--- config.mk ---
export PLATFORM = sky130hd
export DESIGN_NAME = srce_iter
export DESIGN_NICKNAME = d
export VERILOG_FILES = /design/src/design/srce_pkg.sv /design/src/design/srce_iter.sv
export SDC_FILE = /design/constraint.sdc
export NUM_CORES = 1
export LEC_CHECK = 0
export BUFFER_PORTS_ARGS = -buffer_cell sky130_fd_sc_hd__buf_4
export CORE_MARGIN = 2
export CORE_UTILIZATION = 29
export CTS_CLUSTER_SIZE = 12
export DETAILED_ROUTE_END_ITERATION = 10
export GPL_TIMING_DRIVEN = 0
export SLEW_MARGIN = 20
export SYNTH_ARGS = -nofsm -noshare
export SYNTH_HDL_FRONTEND = slang
export SYNTH_SLANG_ARGS = --single-unit
--- constraint.sdc ---
create_clock -name clk_i -period 6.3 [get_ports clk_i]
set_input_delay 1.89 -clock clk_i [delete_from_list [all_inputs] [get_ports clk_i]]
set_output_delay 1.89 -clock clk_i [all_outputs]
set_load 0.01 [all_outputs]
--- src/design/srce_pkg.sv ---
// Package for the stack/register CPU execute block: opcodes, error codes, sizes.
package srce_pkg;
  localparam int unsigned NumRegsDef    = 8;
  localparam int unsigned StackDepthDef = 64;
  localparam int unsigned CallDepthDef  = 64;
  localparam int unsigned AddrW         = 2;
  localparam logic [AddrW-1:0] RegProgLen = 2'd0;

  typedef enum logic [4:0] {
    OP_NOP = 5'd0, OP_PUSH = 5'd1, OP_POP = 5'd2, OP_ADD = 5'd3, OP_SUB = 5'd4,
    OP_MUL = 5'd5, OP_DIV = 5'd6, OP_SQRT = 5'd7, OP_JMP = 5'd8, OP_JGE = 5'd9,
    OP_JG = 5'd10, OP_JLE = 5'd11, OP_JL = 5'd12, OP_JE = 5'd13, OP_JNE = 5'd14,
    OP_IN = 5'd15, OP_INREG = 5'd16, OP_OUT = 5'd17, OP_ADDREG = 5'd18,
    OP_SUBREG = 5'd19, OP_MULREG = 5'd20, OP_DIVREG = 5'd21, OP_SQRTREG = 5'd22,
    OP_CALL = 5'd23, OP_RET = 5'd24, OP_HLT = 5'd25
  } op_e;

  typedef enum logic [3:0] {
    ERR_NONE = 4'd0, ERR_DIV0 = 4'd1, ERR_NEGROOT = 4'd2, ERR_SUNDER = 4'd3,
    ERR_SOVER = 4'd4, ERR_CUNDER = 4'd5, ERR_COVER = 4'd6, ERR_BADREG = 4'd7,
    ERR_BADOP = 4'd8
  } err_e;

  // Request to and answer from the iterative divide/root unit
  typedef struct packed {
    logic        start;
    logic        is_root;
    logic [31:0] a;
    logic [31:0] b;
  } it_req_t;

  typedef struct packed {
    logic        done;
    logic [31:0] res;
  } it_rsp_t;
endpackage

--- src/design/srce_iter.sv ---
// Shared iterative unit: signed 32-bit division or integer square root, one bit a cycle.
module srce_iter (
  input  logic                clk_i,
  input  logic                rst_ni,
  input  srce_pkg::it_req_t   req_i,
  output srce_pkg::it_rsp_t   rsp_o
);
  import srce_pkg::*;

  logic        busy_q, busy_d;
  logic        root_q, root_d;
  logic [5:0]  cnt_q, cnt_d;
  logic [31:0] num_q, num_d;   // dividend shifted out / radicand
  logic [31:0] den_q, den_d;   // magnitude of divisor
  logic [32:0] rem_q, rem_d;   // partial remainder
  logic [31:0] quo_q, quo_d;
  logic        neg_q, neg_d;
  logic        done_q, done_d;
  logic [33:0] trial;
  logic [33:0] rrem;
  logic [33:0] rtry;

  always_comb begin
    busy_d = busy_q; root_d = root_q; cnt_d = cnt_q; num_d = num_q; den_d = den_q;
    rem_d = rem_q; quo_d = quo_q; neg_d = neg_q; done_d = 1'b0;
    trial = '0; rrem = '0; rtry = '0;
    if (req_i.start) begin
      busy_d = 1'b1; root_d = req_i.is_root; cnt_d = 6'd0; rem_d = '0; quo_d = '0;
      if (req_i.is_root) begin
        num_d = req_i.a; neg_d = 1'b0; den_d = '0;
      end else begin
        num_d = req_i.a[31] ? 32'(-req_i.a) : req_i.a;
        den_d = req_i.b[31] ? 32'(-req_i.b) : req_i.b;
        neg_d = req_i.a[31] ^ req_i.b[31];
      end
    end else if (busy_q) begin
      if (!root_q) begin
        // restoring division step
        trial = {rem_q, num_q[31]} - {2'b00, den_q};
        num_d = {num_q[30:0], 1'b0};
        if (!trial[33]) begin
          rem_d = trial[32:0]; quo_d = {quo_q[30:0], 1'b1};
        end else begin
          rem_d = {rem_q[31:0], num_q[31]}; quo_d = {quo_q[30:0], 1'b0};
        end
        cnt_d = cnt_q + 6'd1;
        if (cnt_q == 6'd31) begin
          busy_d = 1'b0; done_d = 1'b1;
        end
      end else begin
        // digit-by-digit root, two radicand bits per cycle
        rrem = {rem_q[31:0], num_q[31:30]};
        rtry = rrem - {quo_q, 2'b01};
        num_d = {num_q[29:0], 2'b00};
        if (!rtry[33]) begin
          rem_d = rtry[32:0]; quo_d = {quo_q[30:0], 1'b1};
        end else begin
          rem_d = rrem[32:0]; quo_d = {quo_q[30:0], 1'b0};
        end
        cnt_d = cnt_q + 6'd1;
        if (cnt_q == 6'd15) begin
          busy_d = 1'b0; done_d = 1'b1;
        end
      end
    end
  end

  always_ff @(posedge clk_i or negedge rst_ni) begin
    if (!rst_ni) begin
      busy_q <= 1'b0; done_q <= 1'b0; cnt_q <= '0;
    end else begin
      busy_q <= busy_d; done_q <= done_d; cnt_q <= cnt_d;
    end
  end

  always_ff @(posedge clk_i) begin
    root_q <= root_d; num_q <= num_d; den_q <= den_d; rem_q <= rem_d;
    quo_q <= quo_d; neg_q <= neg_d;
  end

  assign rsp_o.done = done_q;
  assign rsp_o.res  = neg_q ? 32'(-quo_q) : quo_q;
endmodule

# After elaboration in Yosys (flattened, before gate mapping)
# Index checks and enable logic that the tools add are counted.
dict set report totals {
  regBits 139
}
dict set report op_classes {
  n_mux 25
  eq_ne 2
  n_bitwise 2
  add_sub_neg 6
  reduce_logical 2
}
# op n
set op_table {}
lappend op_table {{two-way mux 32 bit} 6}
lappend op_table {{two-way mux 33 bit} 3}
lappend op_table {{negation 32 bit} 3}
lappend op_table {{subtractor 34 x 32 -> 34 bit} 1}
lappend op_table {{subtractor 34 bit} 1}
lappend op_table {{two-way mux 31 bit} 1}
lappend op_table {{two-way mux 1 bit} 13}
lappend op_table {{two-way mux 6 bit} 2}
lappend op_table {{adder 6 x 1 -> 6 bit, second input constant} 1}
lappend op_table {{equality test 6 x 4 -> 1 bit, second input constant} 1}
lappend op_table {{equality test 6 x 5 -> 1 bit, second input constant} 1}
lappend op_table {{nonzero test 2 bit} 1}
lappend op_table {{OR reduction 2 bit} 1}
lappend op_table {{NOT 1 bit} 1}
lappend op_table {{XOR 1 bit} 1}

# Depth between registers and ports, before layout
# Gate-level depths: netlist of run 1.
dict set report logic_depth {
  word_depth 5
  ltp_mapped 15
}

# Least setup slack after synthesis of run 1
# Ideal clock, no wire load.
dict set report synth_timing {
  kind {register -> output}
  start {register quo_q[2]}
  end {output port rsp_o[30] (netlist bit)}
  arrival_ps 2859
  path_buffers 0
  path_slack_ps 1551
  path_stages_with_launch 9
  path_cell_list {dfxtp_1 -> nor4_4 -> nand2_2 -> or4_4 -> or3_4 -> or4_4 -> or3_4 -> o31ai_4 -> xnor2_1}
}
# item line
set synth_lines {}
lappend synth_lines {{from (decl)} srce_iter.sv:16} ;# logic [31:0] quo_q, quo_d;
lappend synth_lines {{from (signal assigned)} srce_iter.sv:78} ;# quo_q <= quo_d; neg_q <= neg_d;
lappend synth_lines {{to (decl)} srce_iter.sv:6} ;# output srce_pkg::it_rsp_t rsp_o

==> results.txt, run 1 <==
Status - finished, final reports clean
Post-synthesis cell area - 11800 sq um
Total routed wirelength - 35.8 mm
Synthesized instance count - 1432
Core ar. - 40000 sq um
Post-route setup slack - 0.803 ns
Post-layout util - 34.7%
Pre-Repair DR Iteration Count - 5
CP arrival - 3.61 ns
Cell area after layout - 13900 sq um
Vias in the first global route - 10700
RSZ-0062 raised after global routing - false
Fin crit share - 87.3%
Cts repair resizes - 0
Clock Sinks - 139
CTS buffer count - 17
CTS clock-pin slew for the worst setup and hold paths - 0.06 ns
Critical-path top delay cell - or4_4
CTS tree - built
Maxcap violations - 0
Ys flop type - edfxtp_1
FF+latch count, synth - 139
Routed length per instance - 17.2 microns
Overall global routing resource usage - 17.0%
YS warnings - 0
PD cells - 464 nW/um^2
Final setup fails - 0
# IOs - 101
Width of the chip - 206 microns
Reg-to-Reg Start - quo_q[6]$_SDFFE_PP0P_
Post-synth EDFFs - 66
Slew margin rel. - 32.0%
Critical path buffers and inverters - 2
Dpl cell area - 13200 sq um
Asr flop ratio synth - 5.76%
# port buffers - 100
Die Ht - 206 microns
CP max stage delay - 0.52 ns
Peak supply drop - 212 uV
Final Wtd Congestion - 0.899
Initial Utilization - 29.5%
Slew Limit Fails - 0
Skew final - 0.0100 ns
Register area share after synthesis - 29.5%
Worst-Skew Late Latency - 0.43 ns
Total Die Area - 42400 sq um
Met3 GRT Util - 2.49%
CTS Hold Bufs - 0
Clk root buf - clkbuf_16
# Post-CTS Setup Buffers - 0
First-pass GRT wire length - 57.1 mm
Commonest non-fill, non-tap cell in the layout - nor2_1
Cell variety after synth - 79
Worst hold start - quo_q[27]$_SDFFE_PP0P_
CTS H-Tree Depth - 4
Leak pwr - 0.00584 uW
Startpoint types - register
Worst Setup SP - quo_q[0]$_SDFFE_PP0P_
Cell chain of the critical path - inv_1, ha_1, nand2_2, or4_4, or3_4, or4_4, or3_4, o31ai_4, xnor2_1, buf_4
Via count - 10900
Synthesized Nets - 1569
# diodes - 0
Largest net degree at the start of global routing - 40
Crit path max fanout - 6
Grt total ovfl - 0
DRC - 0
Post-route ant nets - 0
Tightest Pin Transition - 1.01 ns
Met2 Use GR - 26.4%
DR iter-0 viols - 740
Crit end category - output port
Worst setup path class - reg2out
Layout area overhead - 17.3%
Hold crit path type - reg2reg
Final-report hold violation count - 0
Ratio of cells with drive above 1 in the final layout - 10.5%
Antenna violations before repair - 0
Row cnt - 73
Mapped Avg Cell Area - 8.26 sq um
Most frequent cells in the layout - nor2_1 (140), nand2_1 (127), buf_4 (102)
Post-route setup TNS - 0 ns
Cell family with most CP delay - simple AND/OR/NAND/NOR gates
Final Net Count - 1688
M1 GR Usage - 24.2%
Setup WS pre-CTS - 1.25 ns
Global route hottest layer - met2
Post-DP HPWL - 28.9 mm
Crit path time final - 5.50 ns
Worst EP required - 4.41 ns
Vias per inst - 5.22
Achievable clock frequency - 182 MHz
CTS max path bufs - 2
through the flow:
stage,total power [uW],cells,hold WS [ns]
final,6430,2089,0.548
after global placement,5240,2057,0.533
after detailed placement,5280,2057,0.543
after floorplan,4170,1432,0.484
after CTS,6380,2089,0.555
after global routing,6920,2089,0.579
cells by family after synthesis:
group           count (synthesis)  share of synthesized area, %
mux                            71                          6.08
fa+ha+maj                      69                          7.37
flops                         139                          29.5
compound gates                410                          23.4
simple gates                  433                          17.6
xor+xnor                      145                          10.8
buf+inv                       165                          5.34
synthesized netlist by cell type (all sizes together) (5+ instances only):
cell	n	area, sq um
buf	14	65.1
xnor2	93	815
a21o	29	218
ha	68	851
a211o	7	61.3
nor4	9	71.3
and3	13	81.3
a311oi	5	50.0
nand4	11	68.8
o211ai	27	203
o41ai	16	140
nor2	140	526
or3	14	97.6
o21bai	11	82.6
a21oi	89	445
xor2	52	463
nand2b	15	93.8
nand2	128	483
inv	95	357
a32o	13	130
nor2b	18	113
o311ai	5	43.8
o31ai	26	209
nor3	21	105
nor3b	6	45.0
a211oi	20	150
a31oi	9	56.3
nand3	21	105
or4	17	135
edfxtp	66	1980
a2111oi	6	52.6
dfxtp	65	1300
a221o	5	50.1
mux2	6	67.6
o21ai	99	495
o21a	5	37.5
and2	7	43.8
a221oi	6	52.6
dfrtp	8	200
clkbuf	56	210
mux2i	65	651
flip-flops by register name, indices dropped and copies added (netlist names):
signal / cells
done_q: 1
quo_q: 32
rem_q: 33
num_q: 32
busy_q: 1
cnt_q: 6
neg_q: 1
den_q: 32
root_q: 1
worst reg2reg max path, stage by stage, from the launching register on:
cell and delay [ns]:
dfxtp_1 0.31, clkbuf_1 0.25, inv_1 0.15, ha_1 0.43, nand2_1 0.08, a21oi_1 0.21
nor3b_1 0.11, o41ai_1 0.87, a311oi_2 0.29, xnor2_1 0.60, buf_2 0.37, buf_2 0.27
o211ai_1 0.16, a32o_1 0.30
layer usage:
metal / vias to the layer above / part of all wire [%]
met1: 5069 / 49
met3: 45 / 5.7
met5: - / 0
li1: 5464 / -
met4: 0 / 2.3
met2: 323 / 43
area by class of cell:
class                      count  area, sq um
clock inverter                10          123
clock buffer                  22          509
tap                          525          657
timing repair buffer         100          751
inverter                      95          357
buffer                        70          275
multi-input combinational   1128         7710
fill                        4274        26100
sequential                   139         3480
where the power goes:
part	switching, uW	internal (uW)
Combinational	2360	1650
Clock	418	660
Sequential	241	1110
Total	3020	3420
path summary, 6_finish.rpt:
kind | end | slack (ns) | depth (start not counted)
worst max-delay path | rsp_o[30] | 0.80 | 10
worst min-delay path | quo_q[27]$_SDFFE_PP0P_ | 0.55 | 2
worst max register to register | rem_q[16]$_SDFFE_PP0P_ | 1.81 | 13
worst min register to register | quo_q[27]$_SDFFE_PP0P_ | 0.55 | 2
max in group asynchronous | cnt_q[0]$_DFFE_PN0P_ | 4.91 | 1
min in group asynchronous | cnt_q[1]$_DFFE_PN0P_ | 1.26 | 1
(Power assumes the default switching activity.)
==> run 2, diff against run 1 <==
CELL_PAD_IN_SITES_DETAIL_PLACEMENT = 0   (was default)
CELL_PAD_IN_SITES_GLOBAL_PLACEMENT = 1   (was default)
PLACE_DENSITY_LB_ADDON = 0.1   (was default)
==> run 2 against run 1 <==
Net effect: critical path depth unchanged; non-clock buffer count stayed put; sequential power is essentially flat; clock power increased by 6%; critical endpoint unchanged; highest routed layer unchanged.
==> results.txt, run 2 (synthesized netlist as in run 1, its figures left out) <==
Worst setup path class - reg2out
Clock Sinks - 139
Reg-to-Reg Start - quo_q[6]$_SDFFE_PP0P_
Worst hold start - cnt_q[5]$_DFFE_PN0P_
Core ar. - 40000 sq um
Crit path max fanout - 6
Slew Limit Fails - 0
Cells after DPL - 2057
CTS H-Tree Depth - 4
Reg2reg end - quo_q[0]$_SDFFE_PP0P_
Commonest non-fill, non-tap cell in the layout - nor2_1
Maxcap violations - 0
CTS clock-pin slew for the worst setup and hold paths - 0.07 ns
Tightest Pin Transition - 1.07 ns
Post-route ant nets - 0
Largest net degree at the start of global routing - 40
Largest reg by FF count - rem_q
Final Wtd Congestion - 0.871
Crit end category - output port
CP arrival - 3.72 ns
Startpoint types - register
# fillers - 4283
Vias per inst - 5.19
Skew final - 0.0140 ns
CTS max path bufs - 2
Post-layout util - 34.7%
R2r setup slk - 1.49 ns
Status - finished, final reports clean
Fin crit share - 89.0%
Hold crit path type - reg2reg
# port buffers - 100
Post-route setup slack - 0.690 ns
Most frequent cells in the layout - nor2_1 (140), nand2_1 (127), buf_4 (102)
CTS buffer count - 17
Cts repair resizes - 0
Ratio of cells with drive above 1 in the final layout - 10.4%
Final-report hold violation count - 0
Routed length per instance - 18.9 microns
Worst-Skew Late Latency - 0.44 ns
Worst EP required - 4.41 ns
Die Ht - 206 microns
Vias in the first global route - 11000
Post-DP HPWL - 31.9 mm
Worst Setup SP - quo_q[0]$_SDFFE_PP0P_
Peak supply drop - 246 uV
Crit path time final - 5.61 ns
First-pass GRT wire length - 61.4 mm
Finished Layout Cells - 2090
CTS Hold Bufs - 0
Worst hold path depth - 2
# IOs - 101
Final setup fails - 0
PD cells - 472 nW/um^2
Grt total ovfl - 0
Pre-Repair DR Iteration Count - 5
RSZ-0062 raised after global routing - false
CTS tree - built
Overall global routing resource usage - 18.9%
Leak pwr - 0.00585 uW
Row cnt - 73
Design Power - 6550 uW
Clk root buf - clkbuf_16
Initial Utilization - 29.5%
Post-route setup TNS - 0 ns
# Post-CTS Setup Buffers - 0
DRC - 0
Total routed wirelength - 39.5 mm
Via count - 10900
Layout area overhead - 17.5%
DR iter-0 viols - 530
Total Die Area - 42400 sq um
Worst Hold End - busy_q$_DFF_PN0_
Antenna violations before repair - 1
Achievable clock frequency - 178 MHz
Worst-case reg-to-reg path depth - 14
Slew margin rel. - 28.1%
Max reg flops - 33
Setup WS pre-CTS - 1.13 ns
Final Net Count - 1688
Width of the chip - 206 microns
## run 2: through the flow
step,cell area (sq um),hold WS [ns]
final,13900,0.551
after global routing,13900,0.576
after CTS,13900,0.551
after detailed placement,13200,0.523
after global placement,13200,0.528
after floorplan,11800,0.484
## run 2: how the worst max path moves through the flow
stage	end	cells after the start
after CTS	rsp_o[30]	10
after detailed placement	rsp_o[30]	10
after global routing	rsp_o[30]	10
after global placement	num_q[0]$_SDFFCE_PN0P_	5
after floorplan	rsp_o[30]	8
final	rsp_o[30]	10
## run 2: final cells by class
| class | count | area, sq um | area share, % |
|---|---|---|---|
| diodes | 1 | 2.50 | 0.0180 |
| plain buffers | 70 | 275 | 1.98 |
| clock buffers | 24 | 536 | 3.85 |
| clock inverters | 8 | 126 | 0.909 |
| inverters | 95 | 357 | 2.57 |
| multi-input cells | 1128 | 7710 | 55.5 |
| flip-flops and latches | 139 | 3480 | 25.1 |
| well taps | 525 | 657 | 4.73 |
| repair buffers | 100 | 751 | 5.40 |
## run 2: critical path: stages, from the launching register on
cell	delay, ns
dfxtp_1	0.42
inv_1	0.18
ha_1	0.25
nand2_2	0.11
or4_4	0.51
or3_4	0.40
or4_4	0.52
or3_4	0.41
o31ai_4	0.19
xnor2_1	0.14
buf_4	0.14
## run 2: routing by layer
metal / up-vias / GRT usage (%) / routed length (microns)
li1: 5465 / - / -
met1: 5187 / 23.8 / 18000
met2: 163 / 34.3 / 19900
met3: 35 / 2.22 / 997
met4: 0 / 4.34 / 586
met5: - / 0 / 0
## run 2: power by group
group          internal, uW  switching, uW
combinational          1650           2430
sequential             1110            228
clock                   717            426
==> run 3, diff against run 2 <==
PLACE_DENSITY = 0.67   (was default)
PLACE_DENSITY_LB_ADDON = default   (was 0.1)
SKIP_LAST_GASP = 1   (was default)
==> run 3 against run 2 <==
Net effect: sequential cell count stayed put; clock skew decreased by 0.0031 ns; die area is the same; critical path depth unchanged; combinational power is essentially flat; global-route usage shrank 1.2 points; total power down 0.99%; critical path type unchanged; largest cell class unchanged.
==> results.txt, run 3 (synthesized netlist as in run 1, its figures left out) <==
Via count - 10900
CP max stage delay - 0.53 ns
Clock Sinks - 139
Final setup fails - 0
Crit end category - output port
Overall global routing resource usage - 17.6%
RSZ-0062 raised after global routing - false
Design Power - 6490 uW
Core ar. - 40000 sq um
# Post-CTS Setup Buffers - 0
Post-route setup TNS - 0 ns
CTS clock-pin slew for the worst setup and hold paths - 0.06 ns
Maxcap violations - 0
Crit path time final - 5.50 ns
Tightest Pin Transition - 0.995 ns
Initial Utilization - 29.5%
R2r setup slk - 1.76 ns
CP arrival - 3.61 ns
Critical-path top delay cell - or4_4
First-pass GRT wire length - 58.2 mm
Post-route ant nets - 0
Cell family with most CP delay - simple AND/OR/NAND/NOR gates
Skew final - 0.0109 ns
PD cells - 468 nW/um^2
Worst-case reg-to-reg path depth - 14
Most frequent cells in the layout - nor2_1 (140), nand2_1 (127), buf_4 (102)
Final-report hold violation count - 0
Reg-to-Reg Start - quo_q[6]$_SDFFE_PP0P_
CTS tree - built
Total routed wirelength - 36.9 mm
Ratio of cells with drive above 1 in the final layout - 10.5%
Worst hold path depth - 2
Reg2reg end - quo_q[0]$_SDFFE_PP0P_
Antenna violations before repair - 0
CTS max path bufs - 2
Row cnt - 73
Worst Hold End - busy_q$_DFF_PN0_
Slew margin rel. - 31.9%
Slew Limit Fails - 0
Leak pwr - 0.00582 uW
Pre-Repair DR Iteration Count - 5
Vias in the first global route - 10400
Worst EP required - 4.41 ns
Final Net Count - 1688
CTS Hold Bufs - 0
CTS buffer count - 17
DR iter-0 viols - 804
# diodes - 0
DRC - 0
Cts repair resizes - 0
Worst hold start - cnt_q[5]$_DFFE_PN0P_
Post-route setup slack - 0.795 ns
Routed length per instance - 17.6 microns
Width of the chip - 206 microns
Layout area overhead - 17.2%
Total Die Area - 42400 sq um
Worst Hold Slack - 0.548 ns
Max reg flops - 33
Grt total ovfl - 0
Hold crit path type - reg2reg
# IOs - 101
Startpoint types - register
Worst-Skew Late Latency - 0.43 ns
Peak supply drop - 241 uV
Crit path max fanout - 6
Vias per inst - 5.21
Clk root buf - clkbuf_16
Final Wtd Congestion - 0.871
Critical path buffers and inverters - 2
Commonest non-fill, non-tap cell in the layout - nor2_1
CTS H-Tree Depth - 4
Fin crit share - 87.4%
Largest reg by FF count - rem_q
# port buffers - 100
Largest net degree at the start of global routing - 40
Post-DP HPWL - 29.7 mm
Die Ht - 206 microns
Achievable clock frequency - 182 MHz
Worst setup path class - reg2out
Cell chain of the critical path - inv_1, ha_1, nand2_2, or4_4, or3_4, or4_4, or3_4, o31ai_4, xnor2_1, buf_4
Setup WS pre-CTS - 1.23 ns
Status - finished, final reports clean
run 3: worst max path at each step:
stage          cells after the start                   from  slack (ns)        end
6_report                          10  quo_q[0]$_SDFFE_PP0P_        0.80  rsp_o[30]
3_3_place_gp                      10  quo_q[0]$_SDFFE_PP0P_        1.25  rsp_o[30]
4_1_cts                           10  quo_q[0]$_SDFFE_PP0P_        0.76  rsp_o[30]
2_1_floorplan                      8  quo_q[2]$_SDFFE_PP0P_        1.55  rsp_o[30]
3_5_place_dp                      10  quo_q[0]$_SDFFE_PP0P_        1.23  rsp_o[30]
5_1_grt                           10  quo_q[0]$_SDFFE_PP0P_        0.66  rsp_o[30]
run 3: power by group:
| part | switching [uW] | internal (uW) |
|---|---|---|
| sequential | 244 | 1110 |
| combinational | 2410 | 1650 |
| clock | 413 | 663 |
run 3: final cells by class:
type / count / area (sq um)
flip-flops and latches: 139 / 3480
repair buffers: 100 / 751
inverters: 95 / 357
multi-input cells: 1128 / 7710
well taps: 525 / 657
fillers: 4282 / 26100
plain buffers: 70 / 275
clock inverters: 14 / 194
clock buffers: 18 / 429
run 3: worst min-delay path, delay by kind of cell, from the launching register on:
| family | cells | cell delay [ns] |
|---|---|---|
| and+or+nand+nor | 2 | 0.14 |
| DFF | 1 | 0.37 |
run 3: per-stage QoR:
step,cell area [sq um],instances,utilization (%)
floorplan,11800,1432,-
global placement,13200,2057,33.1
detailed placement,13200,2057,33.1
CTS,13900,2089,34.6
global route,13900,2089,34.6
finish,13900,2089,34.6
run 3: layer usage:
layer,wire (microns),vias up,share of wire [%],track usage [%]
met2,15500,290,42,26.1
met3,1980,37,5.4,2.90
met1,18800,5085,51,26.4
li1,-,5470,-,-
met4,643,0,1.7,4.49
met5,0,-,0,0
